--- src/hw/rtl/ttds_pkg.sv ---
// Shared types, constants and helpers of the texture tile dimension solver.
// Self-contained; used by texture_tile_dimension_solver_top.
`default_nettype none

package ttds_pkg;

    // texel size codes
    localparam logic [1:0] PSZ_4B  = 2'd0;
    localparam logic [1:0] PSZ_8B  = 2'd1;
    localparam logic [1:0] PSZ_16B = 2'd2;
    localparam logic [1:0] PSZ_32B = 2'd3;

    // texel format codes
    localparam logic [2:0] FMT_RGBA = 3'd0;
    localparam logic [2:0] FMT_YUV  = 3'd1;
    localparam logic [2:0] FMT_CI   = 3'd2;
    localparam logic [2:0] FMT_IA   = 3'd3;
    localparam logic [2:0] FMT_I    = 3'd4;

    // configuration register indexes
    localparam logic [1:0] REG_LOAD_WIDTH   = 2'd0;
    localparam logic [1:0] REG_LOAD_HEIGHT  = 2'd1;
    localparam logic [1:0] REG_LOAD_IS_TILE = 2'd2;

    // wrap flag bits
    localparam int WF_CLAMP_S  = 0;
    localparam int WF_CLAMP_T  = 1;
    localparam int WF_MIRROR_S = 2;
    localparam int WF_MIRROR_T = 3;

    localparam int NUM_STG   = 7;
    localparam int IN_BITS   = 72;
    localparam int OUT_BITS  = 104;

    localparam logic [13:0] TEXELS_8K = 14'd8192;
    localparam logic [13:0] TEXELS_4K = 14'd4096;
    localparam logic [13:0] TEXELS_2K = 14'd2048;
    localparam logic [13:0] TEXELS_1K = 14'd1024;

    typedef struct packed {
        logic [13:0] budget;
        logic [2:0]  shift;
    } tex_entry_t;

    typedef struct packed {
        logic [13:0] rem;
        logic [3:0]  q;
    } div_res_t;

    // per-stage descriptor context; fields fill in as the item moves down
    typedef struct packed {
        logic [13:0] budget;
        logic [15:0] tile_w;
        logic [15:0] tile_h;
        logic [3:0]  ms;
        logic [3:0]  mt;
        logic [12:0] line_w;
        logic [3:0]  wf;
        logic        mask_ok;
        logic        tile_ok;
        logic [31:0] prod;
        logic [13:0] rem;
        logic [15:0] quo;
        logic [15:0] w;
        logic [15:0] h;
        logic [15:0] cw;
        logic [15:0] ch;
        logic [16:0] rw;
        logic [16:0] rh;
    } ctx_t;

    function automatic tex_entry_t tex_lookup(input logic [1:0] sz, input logic [2:0] fmt);
        tex_entry_t e;
        e.budget = '0;
        e.shift  = '0;
        unique case (sz)
            PSZ_4B: begin
                case (fmt)
                    FMT_RGBA, FMT_CI: begin e.budget = TEXELS_4K; e.shift = 3'd4; end
                    FMT_IA, FMT_I:    begin e.budget = TEXELS_8K; e.shift = 3'd4; end
                    default: ;
                endcase
            end
            PSZ_8B: begin
                case (fmt)
                    FMT_CI:        begin e.budget = TEXELS_2K; e.shift = 3'd3; end
                    FMT_IA, FMT_I: begin e.budget = TEXELS_4K; e.shift = 3'd3; end
                    default: ;
                endcase
            end
            PSZ_16B: begin
                case (fmt)
                    FMT_RGBA, FMT_YUV, FMT_IA: begin e.budget = TEXELS_2K; e.shift = 3'd2; end
                    default: ;
                endcase
            end
            PSZ_32B: begin
                if (fmt == FMT_RGBA) begin
                    e.budget = TEXELS_1K;
                    e.shift  = 3'd2;
                end
            end
            default: ;
        endcase
        return e;
    endfunction

    // four restoring-division steps; rem stays below a nonzero divisor
    function automatic div_res_t div_step4(input logic [13:0] rem, input logic [3:0] bits,
                                           input logic [12:0] dvs);
        div_res_t res;
        logic [13:0] r;
        r = rem;
        res.q = '0;
        for (int i = 3; i >= 0; i--) begin
            r = {r[12:0], bits[i]};
            if (r >= {1'b0, dvs}) begin
                r = r - {1'b0, dvs};
                res.q[i] = 1'b1;
            end
        end
        res.rem = r;
        return res;
    endfunction

    // smallest power of two not below v, at least 1
    function automatic logic [16:0] round_pow2(input logic [15:0] v);
        logic [16:0] x;
        x = {1'b0, v} - 17'd1;
        x = x | (x >> 1);
        x = x | (x >> 2);
        x = x | (x >> 4);
        x = x | (x >> 8);
        if (v == 16'd0)
            return 17'd1;
        return x + 17'd1;
    endfunction

endpackage

`default_nettype wire

--- src/hw/rtl/texture_tile_dimension_solver_top.sv ---
// Texture tile dimension solver: seven-stage pipeline from tile descriptor to sizes.
// Depends on ttds_pkg (table lookup, division step, power-of-two rounding).
//
//  channel  | dir | handshake          | payload
//  ---------+-----+--------------------+----------------------------------------
//  s_       | in  | s_tvalid/s_tready  | s_tdata: tile descriptor, 72 bits
//  m_       | out | m_tvalid/m_tready  | m_tdata: sizes, 104 bits
//  cfg_     | in  | cfg_wr_en          | cfg_addr, cfg_wdata: load tile registers
//
// One beat in per cycle while m_tready does not hold the pipeline full; stage 1..4
// each run four bits of the line-height division, stage 1 also holds the 16x16
// tile-area multiplier. Each stage loads when it is empty or its contents move on, so
// bubbles close up and a beat is taken while a result waits at m_ if a stage is empty.
// aresetn (synchronous) clears the stage valid bits and the load registers.
`default_nettype none

module texture_tile_dimension_solver_top (
    input  wire logic                          aclk,
    input  wire logic                          aresetn,
    input  wire logic                          s_tvalid,
    output logic                               s_tready,
    // pixel_size[1:0] format[4:2] ul_s[14:5] lr_s[24:15] ul_t[34:25] lr_t[44:35]
    // mask_s[48:45] mask_t[52:49] wrap_flags[56:53] line_words[65:57], rest zero
    input  wire logic [ttds_pkg::IN_BITS-1:0]  s_tdata,
    output logic                               m_tvalid,
    input  wire logic                          m_tready,
    // width[15:0] height[31:16] clamp_width[47:32] clamp_height[63:48]
    // real_width[80:64] real_height[97:81], rest zero
    output logic [ttds_pkg::OUT_BITS-1:0]      m_tdata,
    input  wire logic                          cfg_wr_en,
    input  wire logic [1:0]                    cfg_addr,
    input  wire logic [15:0]                   cfg_wdata
);

    localparam int LAST = ttds_pkg::NUM_STG - 1;

    logic [15:0] load_width_reg;
    logic [15:0] load_height_reg;
    logic        load_is_tile_reg;

    logic [ttds_pkg::NUM_STG-1:0] vld_reg;
    logic [ttds_pkg::NUM_STG-1:0] vld_next;
    logic [ttds_pkg::NUM_STG-1:0] rdy;
    ttds_pkg::ctx_t pipe_reg  [ttds_pkg::NUM_STG];
    ttds_pkg::ctx_t pipe_next [ttds_pkg::NUM_STG];

    // configuration
    always_ff @(posedge aclk) begin
        if (!aresetn) begin
            load_width_reg   <= '0;
            load_height_reg  <= '0;
            load_is_tile_reg <= 1'b0;
        end else if (cfg_wr_en) begin
            case (cfg_addr)
                ttds_pkg::REG_LOAD_WIDTH:   load_width_reg   <= cfg_wdata;
                ttds_pkg::REG_LOAD_HEIGHT:  load_height_reg  <= cfg_wdata;
                ttds_pkg::REG_LOAD_IS_TILE: load_is_tile_reg <= cfg_wdata[0];
                default: ;
            endcase
        end
    end

    // ready ripples back from the output
    always_comb begin
        rdy[LAST] = !vld_reg[LAST] || m_tready;
        for (int k = LAST - 1; k >= 0; k--)
            rdy[k] = !vld_reg[k] || rdy[k+1];
    end

    assign s_tready = rdy[0];

    always_comb begin
        vld_next[0] = s_tvalid;
        for (int k = 1; k < ttds_pkg::NUM_STG; k++)
            vld_next[k] = vld_reg[k-1];
    end

    // stage 0: decode, table, tile sizes, mask area test
    always_comb begin
        ttds_pkg::tex_entry_t te;
        logic [1:0]  sz;
        logic [2:0]  fmt;
        logic [4:0]  msum;
        logic [30:0] marea;
        sz  = s_tdata[1:0];
        fmt = s_tdata[4:2];
        te  = ttds_pkg::tex_lookup(sz, fmt);
        pipe_next[0]        = '0;
        pipe_next[0].budget = te.budget;
        pipe_next[0].tile_w = {6'd0, s_tdata[24:15]} - {6'd0, s_tdata[14:5]} + 16'd1;
        pipe_next[0].tile_h = {6'd0, s_tdata[44:35]} - {6'd0, s_tdata[34:25]} + 16'd1;
        pipe_next[0].ms     = s_tdata[48:45];
        pipe_next[0].mt     = s_tdata[52:49];
        pipe_next[0].wf     = s_tdata[56:53];
        pipe_next[0].line_w = {4'd0, s_tdata[65:57]} << te.shift;
        msum  = {1'b0, s_tdata[48:45]} + {1'b0, s_tdata[52:49]};
        marea = 31'd1 << msum;
        pipe_next[0].mask_ok = marea <= {17'd0, te.budget};
    end

    // stages 1..4: division budget / line_w, four quotient bits each; tile area in stage 1, area test in stage 2
    always_comb begin
        ttds_pkg::div_res_t dr1;
        ttds_pkg::div_res_t dr2;
        ttds_pkg::div_res_t dr3;
        ttds_pkg::div_res_t dr4;
        logic [15:0] dvd1;
        logic [15:0] dvd2;
        logic [15:0] dvd3;
        logic [15:0] dvd4;

        pipe_next[1]      = pipe_reg[0];
        pipe_next[1].prod = 32'(pipe_reg[0].tile_w) * 32'(pipe_reg[0].tile_h);
        dvd1 = {2'b00, pipe_reg[0].budget};
        dr1  = ttds_pkg::div_step4(14'd0, dvd1[15:12], pipe_reg[0].line_w);
        pipe_next[1].rem = dr1.rem;
        pipe_next[1].quo = {12'd0, dr1.q};

        pipe_next[2]         = pipe_reg[1];
        pipe_next[2].tile_ok = pipe_reg[1].prod <= {18'd0, pipe_reg[1].budget};
        dvd2 = {2'b00, pipe_reg[1].budget};
        dr2  = ttds_pkg::div_step4(pipe_reg[1].rem, dvd2[11:8], pipe_reg[1].line_w);
        pipe_next[2].rem = dr2.rem;
        pipe_next[2].quo = {pipe_reg[1].quo[11:0], dr2.q};

        pipe_next[3] = pipe_reg[2];
        dvd3 = {2'b00, pipe_reg[2].budget};
        dr3  = ttds_pkg::div_step4(pipe_reg[2].rem, dvd3[7:4], pipe_reg[2].line_w);
        pipe_next[3].rem = dr3.rem;
        pipe_next[3].quo = {pipe_reg[2].quo[11:0], dr3.q};

        pipe_next[4] = pipe_reg[3];
        dvd4 = {2'b00, pipe_reg[3].budget};
        dr4  = ttds_pkg::div_step4(pipe_reg[3].rem, dvd4[3:0], pipe_reg[3].line_w);
        pipe_next[4].rem = dr4.rem;
        pipe_next[4].quo = {pipe_reg[3].quo[11:0], dr4.q};
    end

    // stage 5: line height, priority choice of width / height, and clamp sizes
    always_comb begin
        logic [15:0] mask_w;
        logic [15:0] mask_h;
        logic [15:0] line_h;
        logic [15:0] lmin;
        ttds_pkg::ctx_t c;
        c      = pipe_reg[4];
        mask_w = 16'd1 << c.ms;
        mask_h = 16'd1 << c.mt;
        lmin   = (c.quo < c.tile_h) ? c.quo : c.tile_h;
        lmin   = (lmin < mask_h) ? lmin : mask_h;
        line_h = (c.line_w == 13'd0) ? 16'd0 : lmin;

        pipe_next[5] = c;
        if (c.ms != 4'd0 && c.mask_ok)
            pipe_next[5].w = mask_w;
        else if (c.tile_ok)
            pipe_next[5].w = c.tile_w;
        else if (load_is_tile_reg)
            pipe_next[5].w = load_width_reg;
        else
            pipe_next[5].w = {3'd0, c.line_w};

        if (c.mt != 4'd0 && c.mask_ok)
            pipe_next[5].h = mask_h;
        else if (c.tile_ok)
            pipe_next[5].h = c.tile_h;
        else if (load_is_tile_reg)
            pipe_next[5].h = load_height_reg;
        else
            pipe_next[5].h = line_h;

        pipe_next[5].cw = c.wf[ttds_pkg::WF_CLAMP_S] ? c.tile_w : pipe_next[5].w;
        pipe_next[5].ch = c.wf[ttds_pkg::WF_CLAMP_T] ? c.tile_h : pipe_next[5].h;
    end

    // stage 6: buffer sizes
    always_comb begin
        logic [15:0] mask_w;
        logic [15:0] mask_h;
        ttds_pkg::ctx_t c;
        c      = pipe_reg[5];
        mask_w = 16'd1 << c.ms;
        mask_h = 16'd1 << c.mt;
        pipe_next[6] = c;
        if (c.wf[ttds_pkg::WF_CLAMP_S])
            pipe_next[6].rw = ttds_pkg::round_pow2(c.cw);
        else if (c.wf[ttds_pkg::WF_MIRROR_S])
            pipe_next[6].rw = {mask_w, 1'b0};
        else
            pipe_next[6].rw = ttds_pkg::round_pow2(c.w);

        if (c.wf[ttds_pkg::WF_CLAMP_T])
            pipe_next[6].rh = ttds_pkg::round_pow2(c.ch);
        else if (c.wf[ttds_pkg::WF_MIRROR_T])
            pipe_next[6].rh = {mask_h, 1'b0};
        else
            pipe_next[6].rh = ttds_pkg::round_pow2(c.h);
    end

    always_ff @(posedge aclk) begin
        if (!aresetn) begin
            vld_reg <= '0;
        end else begin
            for (int k = 0; k < ttds_pkg::NUM_STG; k++)
                if (rdy[k])
                    vld_reg[k] <= vld_next[k];
        end
    end

    always_ff @(posedge aclk) begin
        for (int k = 0; k < ttds_pkg::NUM_STG; k++)
            if (rdy[k])
                pipe_reg[k] <= pipe_next[k];
    end

    assign m_tvalid = vld_reg[LAST];
    assign m_tdata  = {6'd0, pipe_reg[LAST].rh, pipe_reg[LAST].rw,
                       pipe_reg[LAST].ch, pipe_reg[LAST].cw,
                       pipe_reg[LAST].h, pipe_reg[LAST].w};

    // an empty output stage always frees the input
    a_ready_when_out_empty: assert property (@(posedge aclk) disable iff (!aresetn)
        !vld_reg[LAST] |-> s_tready)
        else $error("input stalled with empty output stage");

    a_accept_enters: assert property (@(posedge aclk) disable iff (!aresetn)
        s_tvalid && s_tready |=> vld_reg[0])
        else $error("accepted beat missing from stage 0");

    a_real_w_pow2: assert property (@(posedge aclk) disable iff (!aresetn)
        m_tvalid |-> $onehot(m_tdata[80:64]))
        else $error("real_width not a power of two");

    a_real_h_pow2: assert property (@(posedge aclk) disable iff (!aresetn)
        m_tvalid |-> $onehot(m_tdata[97:81]))
        else $error("real_height not a power of two");

endmodule

`default_nettype wire
--- config.mk ---
export PLATFORM = sky130hd
export DESIGN_NAME = texture_tile_dimension_solver_top
export DESIGN_NICKNAME = d
export VERILOG_FILES = /design/src/hw/rtl/ttds_pkg.sv /design/src/hw/rtl/texture_tile_dimension_solver_top.sv
export SDC_FILE = /design/constraint.sdc
export NUM_CORES = 2
export LEC_CHECK = 0
export BUFFER_PORTS_ARGS = -buffer_cell sky130_fd_sc_hd__buf_4
export CAP_MARGIN = 20
export CORE_ASPECT_RATIO = 0.7
export CORE_MARGIN = 5
export CORE_UTILIZATION = 60
export CTS_CLUSTER_DIAMETER = 80
export DETAILED_ROUTE_END_ITERATION = 7
export GPL_TIMING_DRIVEN = 0
export PLACE_DENSITY = 0.78
export SLEW_MARGIN = 0
export SYNTH_ARGS = -nofsm -noshare
export SYNTH_HDL_FRONTEND = slang
export SYNTH_SLANG_ARGS = --single-unit
--- constraint.sdc ---
create_clock -name aclk -period 21.4 [get_ports aclk]
set_input_delay 4.28 -clock aclk [delete_from_list [all_inputs] [get_ports aclk]]
set_output_delay 4.28 -clock aclk [all_outputs]
set_load 0.1 [all_outputs]
After elaboration in Yosys (flattened, before gate mapping)
Memories as Yosys holds them, arrays and structs flattened.
Index checks and enable logic that the tools add are counted.
- reduce and logical (&&, ||, !) cells: 32
- equality and inequality tests: 9
- order comparisons: 20
- multiplexer cells: 84
- shifts and indexed selects: 6
- add/sub/neg operators: 29
- $mul: 1
- bitwise operators: 16
- operators by type and width (cell ; count):
    14-bit by 13-bit >= comparator with 1-bit output ; 15
    17-bit two-way mux ; 12
    16-bit two-way mux ; 11
    13-bit two-way mux ; 12
    13-bit subtractor ; 11
    14-bit two-way mux ; 5
    17-bit by 1-bit adder with 17-bit output, second input constant ; 4
    17-bit by 13-bit bitwise OR with 17-bit output ; 4
    17-bit by 15-bit bitwise OR with 17-bit output ; 4
    17-bit by 16-bit bitwise OR with 17-bit output ; 4
    17-bit by 9-bit bitwise OR with 17-bit output ; 4
    17-bit case mux with 4 select lines ; 1
    16-bit by 1-bit subtractor with 17-bit output, second input constant ; 4
    16-bit logical NOT ; 4
    1-bit by 4-bit left shift with 16-bit output, first input constant ; 4
    14-bit by 13-bit subtractor with 14-bit output ; 4
    1-bit two-way mux ; 40
    17-bit case mux with 2 select lines ; 1
    32-bit by 14-bit less-or-equal comparator with 1-bit output ; 1
    16-bit less-than comparator ; 2
    16-bit by 16-bit multiplier with 32-bit output ; 1
    16-bit case mux with 2 select lines ; 1
    31-bit by 14-bit less-or-equal comparator with 1-bit output ; 1
    1-bit by 5-bit left shift with 31-bit output, first input constant ; 1
    other kinds (22) ; 46
- output and inout bits: 106
- word-level logic and storage cells: 208
- register bits after elaboration: 40
- memories kept: 1
- RAM bits: 1631
- memories (name ; depth ; width ; rd ports ; clocked after memory_dff ; write ports ; line ; source):
    pipe_reg ; 7 ; 233 ; 7 ; 0 ; 7 ; texture_tile_dimension_solver_top.sv:44 ; ttds_pkg::ctx_t pipe_reg [ttds_pkg::NUM_STG];

Logic depth before layout (Yosys ltp)
- depth in word-level cells: 10
- mapped depth: 45
- gate-level depth less buffers: 39

Worst setup path before layout
OpenSTA, ideal clock, no wires.
- kind: input-to-output
- start point: input port m_tready
- end point: output port s_tready
- arrival: 6.719 ns
- required time: 17.120 ns
- path buffers: 0
- path slack: 10.401 ns
- stages: 5
- cells stage by stage: nor2b_1 -> and3_1 -> and2_1 -> and3_1 -> nand2_1
- cells in the longest elaborated chain, start to end: 7
- ends and longest elaborated chain (what ; line ; source):
    start, declared ; texture_tile_dimension_solver_top.sv:26 ; input wire logic m_tready,
    1-bit logical OR ; texture_tile_dimension_solver_top.sv:65 ; rdy[LAST] = !vld_reg[LAST] || m_tready;
    1-bit logical OR (6 in series) ; texture_tile_dimension_solver_top.sv:67 ; rdy[k] = !vld_reg[k] || rdy[k+1];
    end, declared ; texture_tile_dimension_solver_top.sv:21 ; output logic s_tready,
Every way passes these cells.

==> qor.csv <==
metric,value,unit
status,finished clean,
CTS tree,yes,
Antenna Cells,0,
row cnt,83,
CTS root buffer,clkbuf_16,
grt met2 use,38.8,%
r2r endpoint,pipe_reg[4][98],
most frequent cells in the layout,"edfxtp_1 (546), inv_1 (411), nand2_1 (399)",
P&R area growth vs syn,10.8,%
Worst R2R Path Depth,40,
hold path start,pipe_reg[2][160],
Cells after Synth,4288,
# clock sinks,586,
Yosys cell types,98,
Final Hold Vio Count,0,
Max Cap Violations,0,
global route overflow,0,
clock buffer count from CTS,58,
nets@finish,5180,
Fmax,86.7,MHz
PortBufs,186,
Clock Path Buffers,3,
Post-CTS Hold Buffers,0,
Critical Path RT,21710,ps
die area,0.0787,mm^2
setup_tns,0,ps
asr flop ratio synth,0,%
Post-CTS Setup Inserts,0,
CP max FO,10,
register area share after synthesis,39.2,%
CP arrival,11840,ps
Final Critical Period,11530,ps
#FFs+latches synth,586,
# IOs,201,
Hold WC Path Type,reg2reg,
CP max stage cell,a211oi_1,
number of global-route vias before repair,31800,
first-pass iteration count of the detailed router,7,
Setup-failing EPs final,0,
most used routing layer in global routing,met1,
post-route ant nets,0,
Tcrit/Tclk final,53.9,%
Die Span X,333,um
fin. max-slew vios,0,
crit-path most repeated cell,a21o_1,
layout cell share with drive strength beyond 1,9.86,%
Slew HR,31.3,%
antenna violations before repair,1,
hold path depth,0,
RSZ-0062 raised after global routing,false,
Most used DFF post-synth,edfxtp_1,
critical path type,reg2reg,
"Clk Latency, worst-skew pair",630,ps
Post-Route WL,112000,um
Placer Congestion,0.967,
clock skew,19.6,ps
drt wl/cell,20.1,um
largest net degree at the start of global routing,79,
register-to-register path setup slack,9870,ps
Starting Density,60.2,%
cts repair resizes,0,
"Cell Area, Synth",0.0439,mm^2
HPWL after DPL,88900,um
Initial DRC Count,3812,
max reg flops,546,
actual slew at the worst max-slew pin,1020,ps
Worst Setup Start Kind,register,
reg2reg start,pipe_reg[3][166],
"most common cell after layout, fill and taps aside",edfxtp_1,
Overall Global Routing Usage,27.7,%
Worst path max stage delay,870,ps
Ys Warns,0,
M1 GR Usage,43.9,%
maximum level of the CTS H-tree,2,
core box area,0.0729,mm^2
DRC,0,
CP Capture Type,register,
Die Y,236,um
via/cell ratio,6.11,
"Reg clk slew, reported paths",60,ps
Post-synth EDFFs,546,
global routing met3 resource utilization,6.25,%
via count,34000,
Hold Path End,pipe_reg[3][160],
Post-Syn Area per Cell,10.2,um^2
global-route wire length before repair,176000,um
==> through the flow <==
step                std cells  setup slack (ps)  hold WS [ps]  util [%]  instance area (um^2)
floorplan                4294             10400           400         -                 43900
global placement         5457              9380           401      63.8                 46500
detailed placement       5462             10270           405      64.0                 46700
CTS                      5568             10070           409      66.7                 48600
global route             5569              9170           411      66.7                 48600
finish                   5569              9870           408      66.7                 48600
==> synthesized netlist by cell type (17+ instances only) <==
master | instances | area share [%]
nor4_1 | 39 | 0.56
ha_1 | 352 | 10
and3_1 | 37 | 0.53
o22ai_1 | 24 | 0.34
o211ai_1 | 17 | 0.29
a31oi_1 | 38 | 0.54
o21a_1 | 54 | 0.92
dfxtp_1 | 40 | 1.8
nand3b_1 | 18 | 0.31
nor2b_1 | 69 | 0.98
o21bai_1 | 24 | 0.41
edfxtp_1 | 546 | 37
or3_1 | 30 | 0.43
nand2_1 | 402 | 3.4
nor3_1 | 104 | 1.2
fa_1 | 187 | 8.5
xor2_1 | 91 | 1.8
inv_1 | 415 | 3.5
nand3_1 | 73 | 0.83
o21ai_0 | 149 | 1.7
or2_2 | 21 | 0.30
a21o_1 | 78 | 1.3
nor2_1 | 253 | 2.2
a21oi_1 | 237 | 2.7
clkbuf_1 | 105 | 0.90
a211oi_1 | 31 | 0.53
nor3b_1 | 19 | 0.33
mux2i_1 | 74 | 1.7
o31ai_1 | 24 | 0.41
and2_1 | 88 | 1.3
a21boi_0 | 49 | 0.84
nand4_1 | 40 | 0.57
mux2_2 | 82 | 2.1
nand2b_1 | 58 | 0.83
xnor2_1 | 116 | 2.3
==> worst max-delay path by stage <==
stage / cells past startpoint / startpoint / end / slack (ps)
final: 40 / pipe_reg[3][166] / pipe_reg[4][98] / 9870
after CTS: 40 / pipe_reg[3][166] / pipe_reg[4][98] / 10070
after global placement: 7 / m_tready / s_tready / 9380
after floorplan: 5 / m_tready / s_tready / 10400
after global routing: 41 / pipe_reg[1][166] / pipe_reg[2][126] / 9170
after detailed placement: 40 / pipe_reg[3][166] / pipe_reg[4][98] / 10270
==> metal layers <==
metal  vias up  wire [um]
li1      16000          -
met1     16300      51600
met2      1590      45600
met3       170      11900
met4         0       2560
met5         -          0
==> cells by family after synthesis <==
| family | synth area share [%] |
|---|---|
| AOI/OAI and AO/OA | 14.2 |
| xor gates and xnor gates | 4.13 |
| adders and majority gates | 18.6 |
| buffers and inverters | 4.82 |
| DFF | 39.2 |
| muxes | 4.20 |
| other | 0.00854 |
| and+or+nand+nor | 14.9 |
==> cell type report <==
class	instances	area [um^2]
plain buffers	127	536
fillers	5663	24300
repair buffers	192	1510
clock inverters	35	393
flip-flops and latches	586	17200
inverters	421	1590
multi-input cells	3160	24600
well taps	977	1220
clock buffers	71	1540
==> worst max-delay path, delay by kind of cell, from the launching register on <==
family / cells / cell delay, ps
buffers and inverters: 6 / 2210
multiplexers: 3 / 1040
flip-flops: 1 / 380
adder cells (fa/ha/maj): 4 / 1300
AND/OR/NAND/NOR: 3 / 280
AO/OA/AOI/OAI: 24 / 5990
Power is left out: the tool's default activity adds up to more than one toggle a clock period on the data nets, which glitch-free logic cannot reach.
